$ cat config.mk
export PLATFORM = sky130hd
export DESIGN_NAME = fuzzy_min_max_centroid_controller_unit_flat
export DESIGN_NICKNAME = d
export VERILOG_FILES = /design/src/rtl/fmmc_pkg.sv /design/src/rtl/fmmc_req_if.sv /design/src/rtl/fmmc_rsp_if.sv /design/src/rtl/fuzzy_min_max_centroid_controller_unit.sv /design/src/flat_wrapper.sv
export SDC_FILE = /design/constraint.sdc
export NUM_CORES = 2
export LEC_CHECK = 0
export ABC_AREA = 1
export BUFFER_PORTS_ARGS = -buffer_cell sky130_fd_sc_hd__buf_2
export CELL_PAD_IN_SITES_DETAIL_PLACEMENT = 1
export CELL_PAD_IN_SITES_GLOBAL_PLACEMENT = 1
export CORE_ASPECT_RATIO = 1.4
export CORE_MARGIN = 1.5
export CORE_UTILIZATION = 40
export CTS_BUF_LIST = sky130_fd_sc_hd__clkbuf_4 sky130_fd_sc_hd__clkbuf_8
export CTS_CLUSTER_SIZE = 14
export DETAILED_ROUTE_END_ITERATION = 10
export PLACE_DENSITY_LB_ADDON = 0.1
export SYNTH_ARGS = -nofsm -noshare
export SYNTH_HDL_FRONTEND = slang
export SYNTH_SLANG_ARGS = --single-unit
$ cat constraint.sdc
create_clock -name clk -period 13.4 [get_ports clk]
set_clock_uncertainty 0.15 [all_clocks]
set_input_delay 2.01 -clock clk [delete_from_list [all_inputs] [get_ports clk]]
set_output_delay 2.01 -clock clk [all_outputs]
set_load 0.01 [all_outputs]
$ cat src/rtl/fmmc_pkg.sv
`timescale 1ns / 1ps
// Package for the fuzzy min-max centroid controller.
// Holds table sizes, field widths, opcodes, table entry types and FSM states.
// No dependencies.
package fmmc_pkg;

  // Table sizes and point resolution
  localparam int INPUT_FUNCTIONS  = 5;
  localparam int OUTPUT_FUNCTIONS = 4;
  localparam int RULE_COUNT       = 16;
  localparam int POINT_BITS       = 14;

  // Fixed field widths
  localparam int OPCODE_W    = 2;
  localparam int INDEX_W     = 4;
  localparam int SLOPE_W     = 8;
  localparam int IF_MASK_W   = 5;
  localparam int THEN_MASK_W = 4;
  localparam int DEG_W       = 8;
  localparam int CRISP_W     = POINT_BITS;

  localparam logic [DEG_W-1:0] FULL_DEGREE = 8'd255;

  // Mask bits that reach a real table entry
  localparam int IN_USED  = (INPUT_FUNCTIONS < IF_MASK_W) ? INPUT_FUNCTIONS : IF_MASK_W;
  localparam int OUT_USED = (OUTPUT_FUNCTIONS < THEN_MASK_W) ? OUTPUT_FUNCTIONS : THEN_MASK_W;

  // Address widths
  localparam int IN_AW   = (INPUT_FUNCTIONS > 1) ? $clog2(INPUT_FUNCTIONS) : 1;
  localparam int OUT_AW  = (OUTPUT_FUNCTIONS > 1) ? $clog2(OUTPUT_FUNCTIONS) : 1;
  localparam int RULE_AW = (RULE_COUNT > 1) ? $clog2(RULE_COUNT) : 1;

  // Walk counter covers the deepest table
  localparam int MAX_DEPTH = (RULE_COUNT > INPUT_FUNCTIONS) ?
                             ((RULE_COUNT > OUTPUT_FUNCTIONS) ? RULE_COUNT : OUTPUT_FUNCTIONS) :
                             ((INPUT_FUNCTIONS > OUTPUT_FUNCTIONS) ? INPUT_FUNCTIONS
                                                                   : OUTPUT_FUNCTIONS);
  localparam int STEP_W = $clog2(MAX_DEPTH + 1);

  // Shift-subtract divider bit counter
  localparam int DIVK_W   = $clog2((CRISP_W > SLOPE_W) ? CRISP_W : SLOPE_W);
  localparam int SLOPE_IW = $clog2(SLOPE_W);

  // Area arithmetic widths
  localparam int AREA_W     = POINT_BITS + SLOPE_W;
  localparam int PROD_W     = AREA_W + POINT_BITS;
  localparam int SUM_GROW   = $clog2(OUTPUT_FUNCTIONS + 1);
  localparam int SUM_AREA_W = AREA_W + SUM_GROW;
  localparam int SUM_PROD_W = PROD_W + SUM_GROW;

  typedef enum logic [OPCODE_W-1:0] {
    OP_LOAD_IN   = 2'd0,
    OP_LOAD_OUT  = 2'd1,
    OP_LOAD_RULE = 2'd2,
    OP_EVAL      = 2'd3
  } opcode_t;

  typedef struct packed {
    logic [POINT_BITS-1:0] start_pt;
    logic [POINT_BITS-1:0] end_pt;
    logic [SLOPE_W-1:0]    rise;
    logic [SLOPE_W-1:0]    fall;
  } mship_t;

  localparam mship_t MSHIP_RESET = '{start_pt: '0, end_pt: '0,
                                     rise: SLOPE_W'(1), fall: SLOPE_W'(1)};

  typedef struct packed {
    logic [IF_MASK_W-1:0]   if_mask;
    logic [THEN_MASK_W-1:0] then_mask;
  } rule_t;

  typedef enum logic [3:0] {
    ST_IDLE,
    ST_DEG,
    ST_RULE,
    ST_OUT_RD,
    ST_OUT_DIV,
    ST_OUT_AREA,
    ST_OUT_PROD,
    ST_OUT_ACC,
    ST_QUO,
    ST_DONE
  } state_t;

endpackage

$ cat src/rtl/fmmc_req_if.sv
`timescale 1ns / 1ps
// Request channel: load and evaluate items with valid/ready handshake.
// Depends on fmmc_pkg for field widths.
interface fmmc_req_if;
  logic                                valid;
  logic                                ready;
  logic [fmmc_pkg::OPCODE_W-1:0]       opcode;
  logic [fmmc_pkg::INDEX_W-1:0]        entry_index;
  logic [fmmc_pkg::POINT_BITS-1:0]     start_point;
  logic [fmmc_pkg::POINT_BITS-1:0]     end_point;
  logic [fmmc_pkg::SLOPE_W-1:0]        rise_slope;
  logic [fmmc_pkg::SLOPE_W-1:0]        fall_slope;
  logic [fmmc_pkg::IF_MASK_W-1:0]      antecedent_mask;
  logic [fmmc_pkg::THEN_MASK_W-1:0]    consequent_mask;
  logic [fmmc_pkg::POINT_BITS-1:0]     sample;

  modport source (output valid, opcode, entry_index, start_point, end_point, rise_slope,
                  fall_slope, antecedent_mask, consequent_mask, sample, input ready);
  modport sink   (input valid, opcode, entry_index, start_point, end_point, rise_slope,
                  fall_slope, antecedent_mask, consequent_mask, sample, output ready);
endinterface

$ cat src/rtl/fmmc_rsp_if.sv
`timescale 1ns / 1ps
// Result channel: one result per request with valid/ready handshake.
// Depends on fmmc_pkg for field widths.
interface fmmc_rsp_if;
  logic                          valid;
  logic                          ready;
  logic [fmmc_pkg::CRISP_W-1:0]  crisp_output;
  logic                          no_area;
  logic                          entry_rejected;

  modport source (output valid, crisp_output, no_area, entry_rejected, input ready);
  modport sink   (input valid, crisp_output, no_area, entry_rejected, output ready);
endinterface

$ cat src/rtl/fuzzy_min_max_centroid_controller_unit.sv
`timescale 1ns / 1ps
// Load items: result registered in the cycle after the transfer.
// Evaluate items: the walk reads the three table memories (5 input and 16 rule entries,
// then each output function through the slope dividers, area, product and accumulate
// states), then the centroid divider runs. One item in flight at a time.
// Reset (synchronous, rst high) returns the FSM to idle and clears the table valid bits,
// so every table reads as its reset contents; no clearing pass is needed.
// Depends on fmmc_pkg, fmmc_req_if and fmmc_rsp_if.
module fuzzy_min_max_centroid_controller_unit (
  input logic        clk,
  input logic        rst,
  fmmc_req_if.sink   req,
  fmmc_rsp_if.source rsp
);
  import fmmc_pkg::*;

  state_t state, state_next;

  logic    accept;
  opcode_t op;
  logic    in_range;
  logic    rsp_free;

  logic [STEP_W-1:0] step;
  logic [STEP_W-1:0] step_inc;
  logic [DIVK_W-1:0] divk;

  // Read addresses from the sequencer
  logic [IN_AW-1:0]   in_raddr;
  logic [OUT_AW-1:0]  out_raddr;
  logic [RULE_AW-1:0] rule_raddr;

  // Table memories with per-entry valid bits
  mship_t in_mem   [INPUT_FUNCTIONS];
  mship_t out_mem  [OUTPUT_FUNCTIONS];
  rule_t  rule_mem [RULE_COUNT];
  logic [INPUT_FUNCTIONS-1:0]  in_vld;
  logic [OUTPUT_FUNCTIONS-1:0] out_vld;
  logic [RULE_COUNT-1:0]       rule_vld;
  mship_t in_rd, out_rd;
  rule_t  rule_rd;
  logic   in_rd_vld, out_rd_vld, rule_rd_vld;
  mship_t in_fn, out_fn;
  rule_t  rule_fn;

  logic       in_we, out_we, rule_we;
  mship_t     wr_fn;
  rule_t      wr_rule;

  // Evaluation state
  logic [POINT_BITS-1:0] x;
  logic [DEG_W-1:0]      deg      [INPUT_FUNCTIONS];
  logic [DEG_W-1:0]      strength [OUTPUT_FUNCTIONS];
  logic [DEG_W-1:0]      str_next [OUTPUT_FUNCTIONS];
  logic [DEG_W-1:0]      deg_val;
  logic [DEG_W-1:0]      rule_s;

  mship_t              cur;
  logic [DEG_W-1:0]    v;
  logic [SLOPE_W-1:0]  rem_r, rem_f, q_r, q_f;
  logic [AREA_W-1:0]   area_r;
  logic [POINT_BITS-1:0] cent_r;
  logic [PROD_W-1:0]   prod_r;
  logic [SUM_PROD_W-1:0] sum_prod;
  logic [SUM_AREA_W-1:0] sum_area;
  logic [CRISP_W-1:0]  quo;

  logic [AREA_W-1:0]     area_val;
  logic [POINT_BITS-1:0] cent_val;

  logic                  rsp_valid;
  logic [CRISP_W-1:0]    rsp_crisp;
  logic                  rsp_none;
  logic                  rsp_rej;

  assign accept   = req.valid && req.ready;
  assign op       = opcode_t'(req.opcode);
  assign rsp_free = !rsp_valid || rsp.ready;
  assign step_inc = step + STEP_W'(1);

  // Index range check for the addressed table
  always_comb begin
    unique case (op)
      OP_LOAD_IN:   in_range = 32'(req.entry_index) < INPUT_FUNCTIONS;
      OP_LOAD_OUT:  in_range = 32'(req.entry_index) < OUTPUT_FUNCTIONS;
      OP_LOAD_RULE: in_range = 32'(req.entry_index) < RULE_COUNT;
      default:      in_range = 1'b1;
    endcase
  end

  // Write data: slopes of zero saturate to one
  always_comb begin
    wr_fn.start_pt    = req.start_point;
    wr_fn.end_pt      = req.end_point;
    wr_fn.rise        = (req.rise_slope == '0) ? SLOPE_W'(1) : req.rise_slope;
    wr_fn.fall        = (req.fall_slope == '0) ? SLOPE_W'(1) : req.fall_slope;
    wr_rule.if_mask   = req.antecedent_mask;
    wr_rule.then_mask = req.consequent_mask;
  end

  assign in_we   = accept && (op == OP_LOAD_IN)   && in_range;
  assign out_we  = accept && (op == OP_LOAD_OUT)  && in_range;
  assign rule_we = accept && (op == OP_LOAD_RULE) && in_range;

  // Valid bits: cleared by reset, set on first write
  always_ff @(posedge clk) begin
    if (rst) begin
      in_vld   <= '0;
      out_vld  <= '0;
      rule_vld <= '0;
    end else begin
      if (in_we)   in_vld[IN_AW'(req.entry_index)]     <= 1'b1;
      if (out_we)  out_vld[OUT_AW'(req.entry_index)]   <= 1'b1;
      if (rule_we) rule_vld[RULE_AW'(req.entry_index)] <= 1'b1;
    end
  end

  // Memories: one write port, one registered read port each. Loads only land while
  // idle, so a read that the walk uses never overlaps a write to the same entry.
  always_ff @(posedge clk) begin
    if (in_we) in_mem[IN_AW'(req.entry_index)] <= wr_fn;
    in_rd     <= in_mem[in_raddr];
    in_rd_vld <= in_vld[in_raddr];
  end

  always_ff @(posedge clk) begin
    if (out_we) out_mem[OUT_AW'(req.entry_index)] <= wr_fn;
    out_rd     <= out_mem[out_raddr];
    out_rd_vld <= out_vld[out_raddr];
  end

  always_ff @(posedge clk) begin
    if (rule_we) rule_mem[RULE_AW'(req.entry_index)] <= wr_rule;
    rule_rd     <= rule_mem[rule_raddr];
    rule_rd_vld <= rule_vld[rule_raddr];
  end

  assign in_fn   = in_rd_vld   ? in_rd   : MSHIP_RESET;
  assign out_fn  = out_rd_vld  ? out_rd  : MSHIP_RESET;
  assign rule_fn = rule_rd_vld ? rule_rd : '0;

  // Next state
  always_comb begin
    state_next = state;
    unique case (state)
      ST_IDLE:     if (accept && op == OP_EVAL) state_next = ST_DEG;
      ST_DEG:      if (step == STEP_W'(INPUT_FUNCTIONS - 1)) state_next = ST_RULE;
      ST_RULE:     if (step == STEP_W'(RULE_COUNT - 1)) state_next = ST_OUT_RD;
      ST_OUT_RD:   state_next = ST_OUT_DIV;
      ST_OUT_DIV:  if (divk == '0) state_next = ST_OUT_AREA;
      ST_OUT_AREA: state_next = ST_OUT_PROD;
      ST_OUT_PROD: state_next = ST_OUT_ACC;
      ST_OUT_ACC:  state_next = (step == STEP_W'(OUTPUT_FUNCTIONS - 1)) ? ST_QUO : ST_OUT_RD;
      ST_QUO:      if (divk == '0) state_next = ST_DONE;
      ST_DONE:     if (rsp_free) state_next = ST_IDLE;
      default:     state_next = ST_IDLE;
    endcase
  end

  // Sequencer outputs: handshake and read addresses, one entry ahead of use
  always_comb begin
    req.ready  = 1'b0;
    in_raddr   = '0;
    rule_raddr = '0;
    out_raddr  = '0;
    unique case (state)
      ST_IDLE:    req.ready = rsp_free;
      ST_DEG:     in_raddr = IN_AW'(step_inc);
      ST_RULE:    rule_raddr = RULE_AW'(step_inc);
      ST_OUT_ACC: out_raddr = OUT_AW'(step_inc);
      default:    ;
    endcase
  end

  always_ff @(posedge clk) begin
    if (rst) state <= ST_IDLE;
    else     state <= state_next;
  end

  // Input degree: min(rise*(x-start), fall*(end-x), full), zero outside
  always_comb begin
    logic signed [POINT_BITS:0]      d1, d2;
    logic [SLOPE_W+POINT_BITS-1:0]   m1, m2, mm;
    d1 = $signed({1'b0, x}) - $signed({1'b0, in_fn.start_pt});
    d2 = $signed({1'b0, in_fn.end_pt}) - $signed({1'b0, x});
    m1 = (SLOPE_W+POINT_BITS)'(in_fn.rise) * (SLOPE_W+POINT_BITS)'(d1[POINT_BITS-1:0]);
    m2 = (SLOPE_W+POINT_BITS)'(in_fn.fall) * (SLOPE_W+POINT_BITS)'(d2[POINT_BITS-1:0]);
    mm = (m1 < m2) ? m1 : m2;
    if (d1[POINT_BITS] || d1 == '0 || d2[POINT_BITS] || d2 == '0) begin
      deg_val = '0;
    end else if (mm > (SLOPE_W+POINT_BITS)'(FULL_DEGREE)) begin
      deg_val = FULL_DEGREE;
    end else begin
      deg_val = DEG_W'(mm);
    end
  end

  // Rule strength and max into the named output strengths
  always_comb begin
    rule_s = FULL_DEGREE;
    for (int i = 0; i < IN_USED; i++) begin
      if (rule_fn.if_mask[i] && deg[i] < rule_s) rule_s = deg[i];
    end
    for (int j = 0; j < OUTPUT_FUNCTIONS; j++) begin
      str_next[j] = strength[j];
    end
    for (int j = 0; j < OUT_USED; j++) begin
      if (rule_fn.then_mask[j] && rule_s > strength[j]) str_next[j] = rule_s;
    end
  end

  // Output area, clamped at zero, and centroid truncated toward zero
  always_comb begin
    logic signed [POINT_BITS+1:0]         base, half_sum;
    logic signed [POINT_BITS+2:0]         twice;
    logic signed [POINT_BITS+SLOPE_W+3:0] ap;
    logic signed [POINT_BITS+1:0]         cent_s;
    base  = $signed({2'b00, cur.end_pt}) - $signed({2'b00, cur.start_pt});
    twice = $signed({base, 1'b0})
          - $signed({{(POINT_BITS+3-SLOPE_W){1'b0}}, q_r})
          - $signed({{(POINT_BITS+3-SLOPE_W){1'b0}}, q_f});
    ap    = (POINT_BITS+SLOPE_W+4)'($signed({1'b0, v})) * (POINT_BITS+SLOPE_W+4)'(twice);
    area_val = ap[POINT_BITS+SLOPE_W+3] ? '0 : ap[AREA_W:1];
    half_sum = base + $signed({{(POINT_BITS+1){1'b0}}, base[POINT_BITS+1]});
    cent_s   = $signed({2'b00, cur.start_pt}) + (half_sum >>> 1);
    cent_val = cent_s[POINT_BITS-1:0];
  end

  // Datapath
  always_ff @(posedge clk) begin
    if (rst) begin
      step <= '0;
      divk <= '0;
    end else begin
      unique case (state)
        ST_IDLE: begin
          step <= '0;
          if (accept && op == OP_EVAL) begin
            x        <= req.sample;
            sum_prod <= '0;
            sum_area <= '0;
            quo      <= '0;
            for (int j = 0; j < OUTPUT_FUNCTIONS; j++) strength[j] <= '0;
          end
        end
        ST_DEG: begin
          deg[step[IN_AW-1:0]] <= deg_val;
          step <= (step == STEP_W'(INPUT_FUNCTIONS - 1)) ? '0 : step_inc;
        end
        ST_RULE: begin
          for (int j = 0; j < OUTPUT_FUNCTIONS; j++) strength[j] <= str_next[j];
          step <= (step == STEP_W'(RULE_COUNT - 1)) ? '0 : step_inc;
        end
        ST_OUT_RD: begin
          // Latch the function and seed both slope dividers
          cur   <= out_fn;
          v     <= strength[step[OUT_AW-1:0]];
          rem_r <= strength[step[OUT_AW-1:0]];
          rem_f <= strength[step[OUT_AW-1:0]];
          q_r   <= '0;
          q_f   <= '0;
          divk  <= DIVK_W'(SLOPE_W - 1);
        end
        ST_OUT_DIV: begin
          // One quotient bit of v/rise and v/fall per cycle
          if ({{SLOPE_W{1'b0}}, rem_r} >= ({{SLOPE_W{1'b0}}, cur.rise} << divk)) begin
            rem_r <= rem_r - SLOPE_W'(cur.rise << divk);
            q_r[divk[SLOPE_IW-1:0]] <= 1'b1;
          end
          if ({{SLOPE_W{1'b0}}, rem_f} >= ({{SLOPE_W{1'b0}}, cur.fall} << divk)) begin
            rem_f <= rem_f - SLOPE_W'(cur.fall << divk);
            q_f[divk[SLOPE_IW-1:0]] <= 1'b1;
          end
          divk <= divk - DIVK_W'(1);
        end
        ST_OUT_AREA: begin
          area_r <= area_val;
          cent_r <= cent_val;
        end
        ST_OUT_PROD: begin
          prod_r <= PROD_W'(area_r) * PROD_W'(cent_r);
        end
        ST_OUT_ACC: begin
          sum_prod <= sum_prod + SUM_PROD_W'(prod_r);
          sum_area <= sum_area + SUM_AREA_W'(area_r);
          step     <= step_inc;
          divk     <= DIVK_W'(CRISP_W - 1);
        end
        ST_QUO: begin
          // Restoring division; sum_prod holds the running remainder
          if (sum_prod >= (SUM_PROD_W'(sum_area) << divk)) begin
            sum_prod <= sum_prod - (SUM_PROD_W'(sum_area) << divk);
            quo[divk] <= 1'b1;
          end
          divk <= divk - DIVK_W'(1);
        end
        ST_DONE: ;
        default: ;
      endcase
    end
  end

  // Result register
  always_ff @(posedge clk) begin
    if (rst) begin
      rsp_valid <= 1'b0;
    end else if (accept && op != OP_EVAL) begin
      rsp_valid <= 1'b1;
      rsp_crisp <= '0;
      rsp_none  <= 1'b0;
      rsp_rej   <= !in_range;
    end else if (state == ST_DONE && rsp_free) begin
      rsp_valid <= 1'b1;
      rsp_crisp <= (sum_area == '0) ? '0 : quo;
      rsp_none  <= (sum_area == '0);
      rsp_rej   <= 1'b0;
    end else if (rsp.ready) begin
      rsp_valid <= 1'b0;
    end
  end

  assign rsp.valid          = rsp_valid;
  assign rsp.crisp_output   = rsp_crisp;
  assign rsp.no_area        = rsp_none;
  assign rsp.entry_rejected = rsp_rej;

  // An evaluate transfer blocks the request side while the walk runs
  a_eval_blocks: assert property (@(posedge clk) disable iff (rst)
    req.valid && req.ready && req.opcode == OP_EVAL |=> !req.ready)
    else $error("request taken during evaluation");

  // Zero area always comes with a zero result
  a_no_area_zero: assert property (@(posedge clk) disable iff (rst)
    rsp.valid && rsp.no_area |-> rsp.crisp_output == '0)
    else $error("no_area with nonzero result");

  // A result is either a load status or an evaluation, never both flags
  a_flags_excl: assert property (@(posedge clk) disable iff (rst)
    rsp.valid |-> !(rsp.no_area && rsp.entry_rejected))
    else $error("both result flags set");

  // Quotient walk starts only after the last output function is summed
  a_quo_entry: assert property (@(posedge clk) disable iff (rst)
    state == ST_QUO && $past(state) != ST_QUO |-> $past(state) == ST_OUT_ACC)
    else $error("centroid divide entered out of order");

endmodule
$ cat src/flat_wrapper.sv
// flat-port wrapper written by rule: the top's interface ports become plain ports
module fuzzy_min_max_centroid_controller_unit_flat import fmmc_pkg::*;
  (clk, rst, req_valid, req_opcode, req_entry_index, req_start_point, req_end_point, req_rise_slope, req_fall_slope, req_antecedent_mask, req_consequent_mask, req_sample, req_ready, rsp_valid, rsp_crisp_output, rsp_no_area, rsp_entry_rejected, rsp_ready);
  fmmc_req_if req_i ();
  fmmc_rsp_if rsp_i ();
  input logic clk;
  input logic rst;
  input wire logic [$bits(req_i.valid)-1:0] req_valid;
  input wire logic [$bits(req_i.opcode)-1:0] req_opcode;
  input wire logic [$bits(req_i.entry_index)-1:0] req_entry_index;
  input wire logic [$bits(req_i.start_point)-1:0] req_start_point;
  input wire logic [$bits(req_i.end_point)-1:0] req_end_point;
  input wire logic [$bits(req_i.rise_slope)-1:0] req_rise_slope;
  input wire logic [$bits(req_i.fall_slope)-1:0] req_fall_slope;
  input wire logic [$bits(req_i.antecedent_mask)-1:0] req_antecedent_mask;
  input wire logic [$bits(req_i.consequent_mask)-1:0] req_consequent_mask;
  input wire logic [$bits(req_i.sample)-1:0] req_sample;
  output wire logic [$bits(req_i.ready)-1:0] req_ready;
  output wire logic [$bits(rsp_i.valid)-1:0] rsp_valid;
  output wire logic [$bits(rsp_i.crisp_output)-1:0] rsp_crisp_output;
  output wire logic [$bits(rsp_i.no_area)-1:0] rsp_no_area;
  output wire logic [$bits(rsp_i.entry_rejected)-1:0] rsp_entry_rejected;
  input wire logic [$bits(rsp_i.ready)-1:0] rsp_ready;
  assign req_i.valid = req_valid;
  assign req_i.opcode = req_opcode;
  assign req_i.entry_index = req_entry_index;
  assign req_i.start_point = req_start_point;
  assign req_i.end_point = req_end_point;
  assign req_i.rise_slope = req_rise_slope;
  assign req_i.fall_slope = req_fall_slope;
  assign req_i.antecedent_mask = req_antecedent_mask;
  assign req_i.consequent_mask = req_consequent_mask;
  assign req_i.sample = req_sample;
  assign req_ready = req_i.ready;
  assign rsp_valid = rsp_i.valid;
  assign rsp_crisp_output = rsp_i.crisp_output;
  assign rsp_no_area = rsp_i.no_area;
  assign rsp_entry_rejected = rsp_i.entry_rejected;
  assign rsp_i.ready = rsp_ready;
  fuzzy_min_max_centroid_controller_unit u_core (.clk(clk), .rst(rst), .req(req_i), .rsp(rsp_i));
endmodule
**Word-level counts from Yosys, hierarchy flattened**

Memory sizes are Yosys's and may differ from the RTL's. A register that Yosys moved wholly into a read port is not among the register bits.
Cells that the tools add are included.

- Add/sub/neg operators: 14
- Multipliers: 4
- Magnitude comparators: 29
- Eq/ne operators: 25
- Shift-type cells: 5
- Muxes and demuxes: 95
- Bitwise operators: 11
- Reduce and logical (&&, ||, !) cells: 58

Operators with widths:

| operator | count |
|---|---|
| $mux W8 | 21 |
| $pmux W39 S3 | 1 |
| $mux W39 | 2 |
| $pmux W8 S2 | 4 |
| $mux W14 | 4 |
| $pmux W25 S2 | 1 |
| $sub A14 B14 Y15 | 3 |
| $mul A8 B14 Y22 | 2 |
| $mux W44 | 1 |
| $pmux W4 S10 | 1 |
| $add A39 B36 Y39 | 1 |
| $ge A39 B39 Y1 | 1 |
| $shl A25 B4 Y39 | 1 |
| $sub A39 B39 Y39 | 1 |
| $mul A22 B14 Y36 | 1 |
| $ge A8 B16 Y1 | 2 |
| $gt A8 B8 Y1 | 4 |
| $lt A8 B8 Y1 | 4 |
| $mux W4 | 8 |
| $shl A8 B4 Y16 | 2 |
| $mux W1 | 31 |
| $logic_not A15 Y1 | 2 |
| $pmux W14 S2 | 1 |
| $mul A9 B17 Y26 | 1 |
| other kinds (67) | 141 |

- Register bits: 306
- RAM bits: 612
- Input port bits: 77
- Output and inout port bits: 18
- Word-level logic and storage cells: 275
- Memories: 5

Memories:

| memory | depth | bits a word | read ports | clocked after memory_dff | wr ports | RTL line | source |
|---|---|---|---|---|---|---|---|
| u_core.in_mem | 5 | 44 | 1 | 1 | 1 | fuzzy_min_max_centroid_controller_unit.sv:34 | `mship_t in_mem [INPUT_FUNCTIONS];` |
| u_core.out_mem | 4 | 44 | 1 | 1 | 1 | fuzzy_min_max_centroid_controller_unit.sv:35 | `mship_t out_mem [OUTPUT_FUNCTIONS];` |
| u_core.rule_mem | 16 | 9 | 1 | 1 | 1 | fuzzy_min_max_centroid_controller_unit.sv:36 | `rule_t rule_mem [RULE_COUNT];` |
| u_core.deg | 5 | 8 | 5 | 0 | 1 | fuzzy_min_max_centroid_controller_unit.sv:52 | `logic [DEG_W-1:0] deg [INPUT_FUNCTIONS];` |
| u_core.strength | 4 | 8 | 5 | 1 | 4 | fuzzy_min_max_centroid_controller_unit.sv:53 | `logic [DEG_W-1:0] strength [OUTPUT_FUNCTIONS];` |

**Longest topological paths before layout**

- Word-level depth: 19
- Depth in mapped cells: 61
- Gate-level depth less buffers: 58

**Least setup slack after synthesis**

OpenSTA, ideal clock, no wires.

- Path kind: flip-flop to flip-flop
- Start: register u_core.in_rd_vld
- End: memory u_core.deg[0][0], data pin
- Setup time: 260 ps
- Arrival time: 9092 ps
- Data required time: 12990 ps
- Setup slack: 3897 ps
- Cell stages (with the launch flop): 56
- Buffers on the path: 4
- Period minus slack after synthesis: 9503 ps
- Cells stage by stage: dfxtp_1 > clkbuf_1 > clkbuf_1 > buf_1 > nand2_1 > ha_1 > inv_1 > fa_1 > a21oi_1 > o21ai_0 > a21oi_1 > o21ai_0 > a21oi_1 > o21bai_1 > xor2_1 > nor2_1 > fa_1 > inv_1 > (+20 left out) > or2_2 > nand2_1 > ha_1 > nand2_1 > nor2_1 > nand2_1 > o221ai_1 > a21oi_1 > nand2_1 > inv_1 > clkbuf_1 > o21ai_0 > inv_1 > nand4_1 > nor2_1 > nand3_1 > nand2_1 > inv_1

- Longest elaborated chain between the ends: 8
- Elaborated cells between the ends (all ways): 15
- Those cells by class: add/sub: 2; mul: 2; order compare: 2; mux: 4; reduce/logical: 5

Ends and longest elaborated chain:

| what | RTL line | source |
|---|---|---|
| from (decl) | fuzzy_min_max_centroid_controller_unit.sv:42 | `logic in_rd_vld, out_rd_vld, rule_rd_vld;` |
| from (signal assigned) | fuzzy_min_max_centroid_controller_unit.sv:123 | `in_rd_vld <= in_vld[in_raddr];` |
| $mux W44 (*) | fuzzy_min_max_centroid_controller_unit.sv:138 | `assign in_fn = in_rd_vld ? in_rd : MSHIP_RESET;` |
| $sub A14 B14 Y15 (on tied branches) | fuzzy_min_max_centroid_controller_unit.sv:184, fuzzy_min_max_centroid_controller_unit.sv:185 |  |
| $mul A8 B14 Y22 (on tied branches) | fuzzy_min_max_centroid_controller_unit.sv:186, fuzzy_min_max_centroid_controller_unit.sv:187 |  |
| $lt A22 B22 Y1 | fuzzy_min_max_centroid_controller_unit.sv:188 | `mm = (m1 < m2) ? m1 : m2;` |
| $mux W22 | fuzzy_min_max_centroid_controller_unit.sv:188 |  |
| $gt A22 B8 Y1 | fuzzy_min_max_centroid_controller_unit.sv:191 | `end else if (mm > (SLOPE_W+POINT_BITS)'(FULL_DEGREE)) begin` |
| $mux W8 | fuzzy_min_max_centroid_controller_unit.sv:191 |  |
| $mux W8 (*) | fuzzy_min_max_centroid_controller_unit.sv:189 | `if (d1[POINT_BITS] \|\| d1 == '0 \|\| d2[POINT_BITS] \|\| d2 == '0) begin` |
| via u_core.deg_val[0] | fuzzy_min_max_centroid_controller_unit.sv:55 | `logic [DEG_W-1:0] deg_val;` |
| to (decl) | fuzzy_min_max_centroid_controller_unit.sv:52 |  |

Mark *: on every way through the listed nets, which the timed path passes. The rest lies on a longest branch.

**Final worst setup path**

- Start: register u_core.in_rd_vld
- End: memory u_core.deg[3][1], data pin

The elaborated chain is that of the path after synthesis.

==> impl_metrics.ini <==
[run_status]
outcome = finished clean

[die]
start_util_pct = 40.2
rows = 182
die-area_um2 = 179000
dieWidth_um = 358
coreArea_um2 = 175000
ios = 95
die_h_um = 500

[job]
drv_cap = 0

[setup_path]
crit_path_max_fanout = 42
r2r_slack_ns = 1.68
end_kind = register
crit_arrival_ns = 12.21
path_common_cell = nand2_1
cp.required_ns = 13.89
setup.worst_path.start_class = register
cpPeakStageDelay_ns = 0.76
slowest_stage = nor2_1
crit_type = register to register

[sta]
worst_slew_pin_slew_ns = 1.27
max_freq_mhz = 85.3
tns_ns = 0
hold_viol = 0
slew_viol_final = 0
fin_crit_sh_pct = 87.5
rsz0062_at_grt = no
setup_viol = 0
period_minus_slack_ns = 11.72
timing.slew.headroom_pct = 14.8

[synth]
seq_area_frac_synth_pct = 41.3
syn_inst = 7519
ys_warn_count = 0
async_reset_ff_share_pct = 0
ys.flop_type = edfxtp_1
syn_area_um2 = 70400
synth.avg_cell_area_um2 = 9.37
syn-num-nets = 8599
synth-edff-count = 876
ys_ff_latch = 1017
synth_cell_type_count = 65

[power]
swShare_pct = 50.0
p_int_mw = 9.12
p_per_area_nw_per_um2 = 236
ir_drop_mv = 0.289
combPwrFrac_pct = 62.4
power_frac_clock_pct = 15.6
p_leak_nw = 35.1
net-switching-power_mw = 9.11
pwr-share-seq_pct = 22.0

[layout]
syn_to_final_growth_pct = 9.54
drive_gt1_share_pct = 8.04
post-route-util_pct = 44.0
final_common_cell = inv_1
layout_common_cells = inv_1 (1,322), nand2_1 (1,317), edfxtp_1 (876)
regArea_um2 = 29100
multi_input_area_um2 = 35500
fillers = 20100
finalNetCount = 8690

[routing]
routedWlPerCell_um = 22.0
drc = 0
drt-vias-per-instance = 5.18
firstDrtPassIters = 5
ant_nets = 0
first_iter_violations = 2278
wl_um = 222000
vias = 52100

[global_route]
grt_overflow = 0
grtUsageMet2_pct = 48.6
grtUsageTotal_pct = 25.1
grt_max_degree = 91
antenna_found_initial = 18
grt_pass1_vias = 56800
use_met1_pct = 26.9
grt_use_met3_pct = 3.00
grt_first_pass_wirelength_um = 338000
top_usage_layer = met2

[clocking]
post_cts_resized = 0
cts_tree = built
numCtsBuffers = 162
cts_root_buffer = clkbuf_8
clock_latency_ns = 0.93
h-tree-depth = 4
clockBufferDepth = 3
clk_pin_slew_worst_paths_ns = 0.06
cts_hold_buf = 0
cts_sinks = 1017
post-cts-setup-buffer-count = 0

[worst_hold_path]
hp-class = register to register

[placed_design]
dpl.hpwl_um = 171000
place.gp.congestion = 0.876
io_buffers = 94
[final cells by class]
| type | instances | area share, % |
|---|---|---|
| multi-input cells | 4905 | 46.0 |
| flip-flops and latches | 1017 | 37.7 |
| inverters | 1342 | 6.53 |
| clock buffers | 247 | 3.78 |
| well taps | 2300 | 3.73 |
| repair buffers | 182 | 1.47 |
| clock inverters | 54 | 0.696 |
| diodes | 10 | 0.0324 |
[kinds of logic (layout without fill, tap and decap cells)]
group	count (synthesis)	count (layout)	share of synthesized area, %
and+or+nand+nor	2446	2446	14.0
buffers and inverters	1597	1825	8.52
AOI/OAI and AO/OA	1253	1253	10.3
DFF	1017	1017	41.3
adders and majority gates	1003	1003	23.2
xor gates and xnor gates	172	172	2.15
muxes	31	31	0.451
other	0	10	0
[Yosys cell counts, types with 7 or more instances]
master    instances  area, um2
a211oi_1          8       60.1
a21o_1            9       67.6
a21oi_1         448       2240
a22oi_1           7       52.6
a31oi_1          67        419
and2_1            7       43.8
buf_1            19       71.3
clkbuf_1        232        871
clkinv_1          9       33.8
dfxtp_1         141       2820
edfxtp_1        876      26300
fa_1            505      10100
ha_1            498       6230
inv_1          1324       4970
inv_2             8       30.0
mux2i_1          25        250
nand2_1        1318       4950
nand2_2          16        100
nand3_1         162        811
nand4_1          20        125
nor2_1          760       2850
nor3_1           48        240
nor4_1           19        119
o211ai_1         54        405
o21a_1           93        698
o21ai_0         407       2040
o21ai_1          14       70.1
o21bai_1         27        203
o221ai_1         33        289
o22ai_1          32        200
o31ai_1          19        143
or2_2            71        444
xnor2_1          48        420
xor2_1          123       1080
[worst max-delay path: cells and delay by family, from the launching register on]
family / cells / cell delay, ns
flip-flops: 1 / 0.33
AND/OR/NAND/NOR: 22 / 3.74
AO/OA/AOI/OAI: 15 / 2.62
XOR/XNOR: 2 / 0.49
buffers and inverters: 5 / 1.24
adder cells (fa/ha/maj): 7 / 2.87
[registers in the layout, indices dropped and copies added (netlist names), 16 cells and up, named ones only]
name	flops
u_core.area_r	22
u_core.cur	44
u_core.deg	40
u_core.in_mem	220
u_core.in_rd	44
u_core.out_mem	176
u_core.out_rd	44
u_core.prod_r	36
u_core.rule_mem	144
u_core.rule_vld	16
u_core.strength	32
u_core.sum_area	25
u_core.sum_prod	39
[stage by stage]
step | power (mW) | setup WS [ns] | std cells | hold WS, ns | cell area (um2)
finish | 18.2 | 1.68 | 10100 | 0.310 | 77200
global placement | 15.3 | 1.74 | 9746 | 0.292 | 73700
global route | 19.9 | 0.463 | 10100 | 0.331 | 77200
CTS | 18.6 | 1.59 | 10000 | 0.316 | 77100
detailed placement | 15.6 | 1.62 | 9746 | 0.302 | 73700
floorplan | 11.8 | 3.90 | 7519 | 0.283 | 70400
[power by group through the flow]
| stage | clock network [mW] | registers (mW) | logic [mW] |
|---|---|---|---|
| floorplan | 0 | 4.00 | 7.77 |
| global placement | 0 | 4.08 | 11.2 |
| detailed placement | 0 | 4.08 | 11.5 |
| CTS | 2.92 | 4.02 | 11.6 |
| global route | 3.04 | 4.03 | 12.9 |
| finish | 2.85 | 4.01 | 11.4 |
[layer usage]
layer | wire, um | part of all wire, %
met5 | 101 | 0.046
met4 | 9960 | 4.5
met2 | 122000 | 55
met3 | 6230 | 2.8
met1 | 83100 | 37
[final timing paths]
| kind | start | to | cells past startpoint |
|---|---|---|---|
| setup / recovery | u_core.in_rd_vld | u_core.deg[3][1] | 51 |
| hold / removal | u_core.rule_vld[5] | u_core.rule_vld[5] | 1 |
| setup reg to reg | u_core.in_rd_vld | u_core.deg[3][1] | 51 |
| hold reg to reg | u_core.rule_vld[5] | u_core.rule_vld[5] | 1 |
Power figures use the tool's default switching activity.
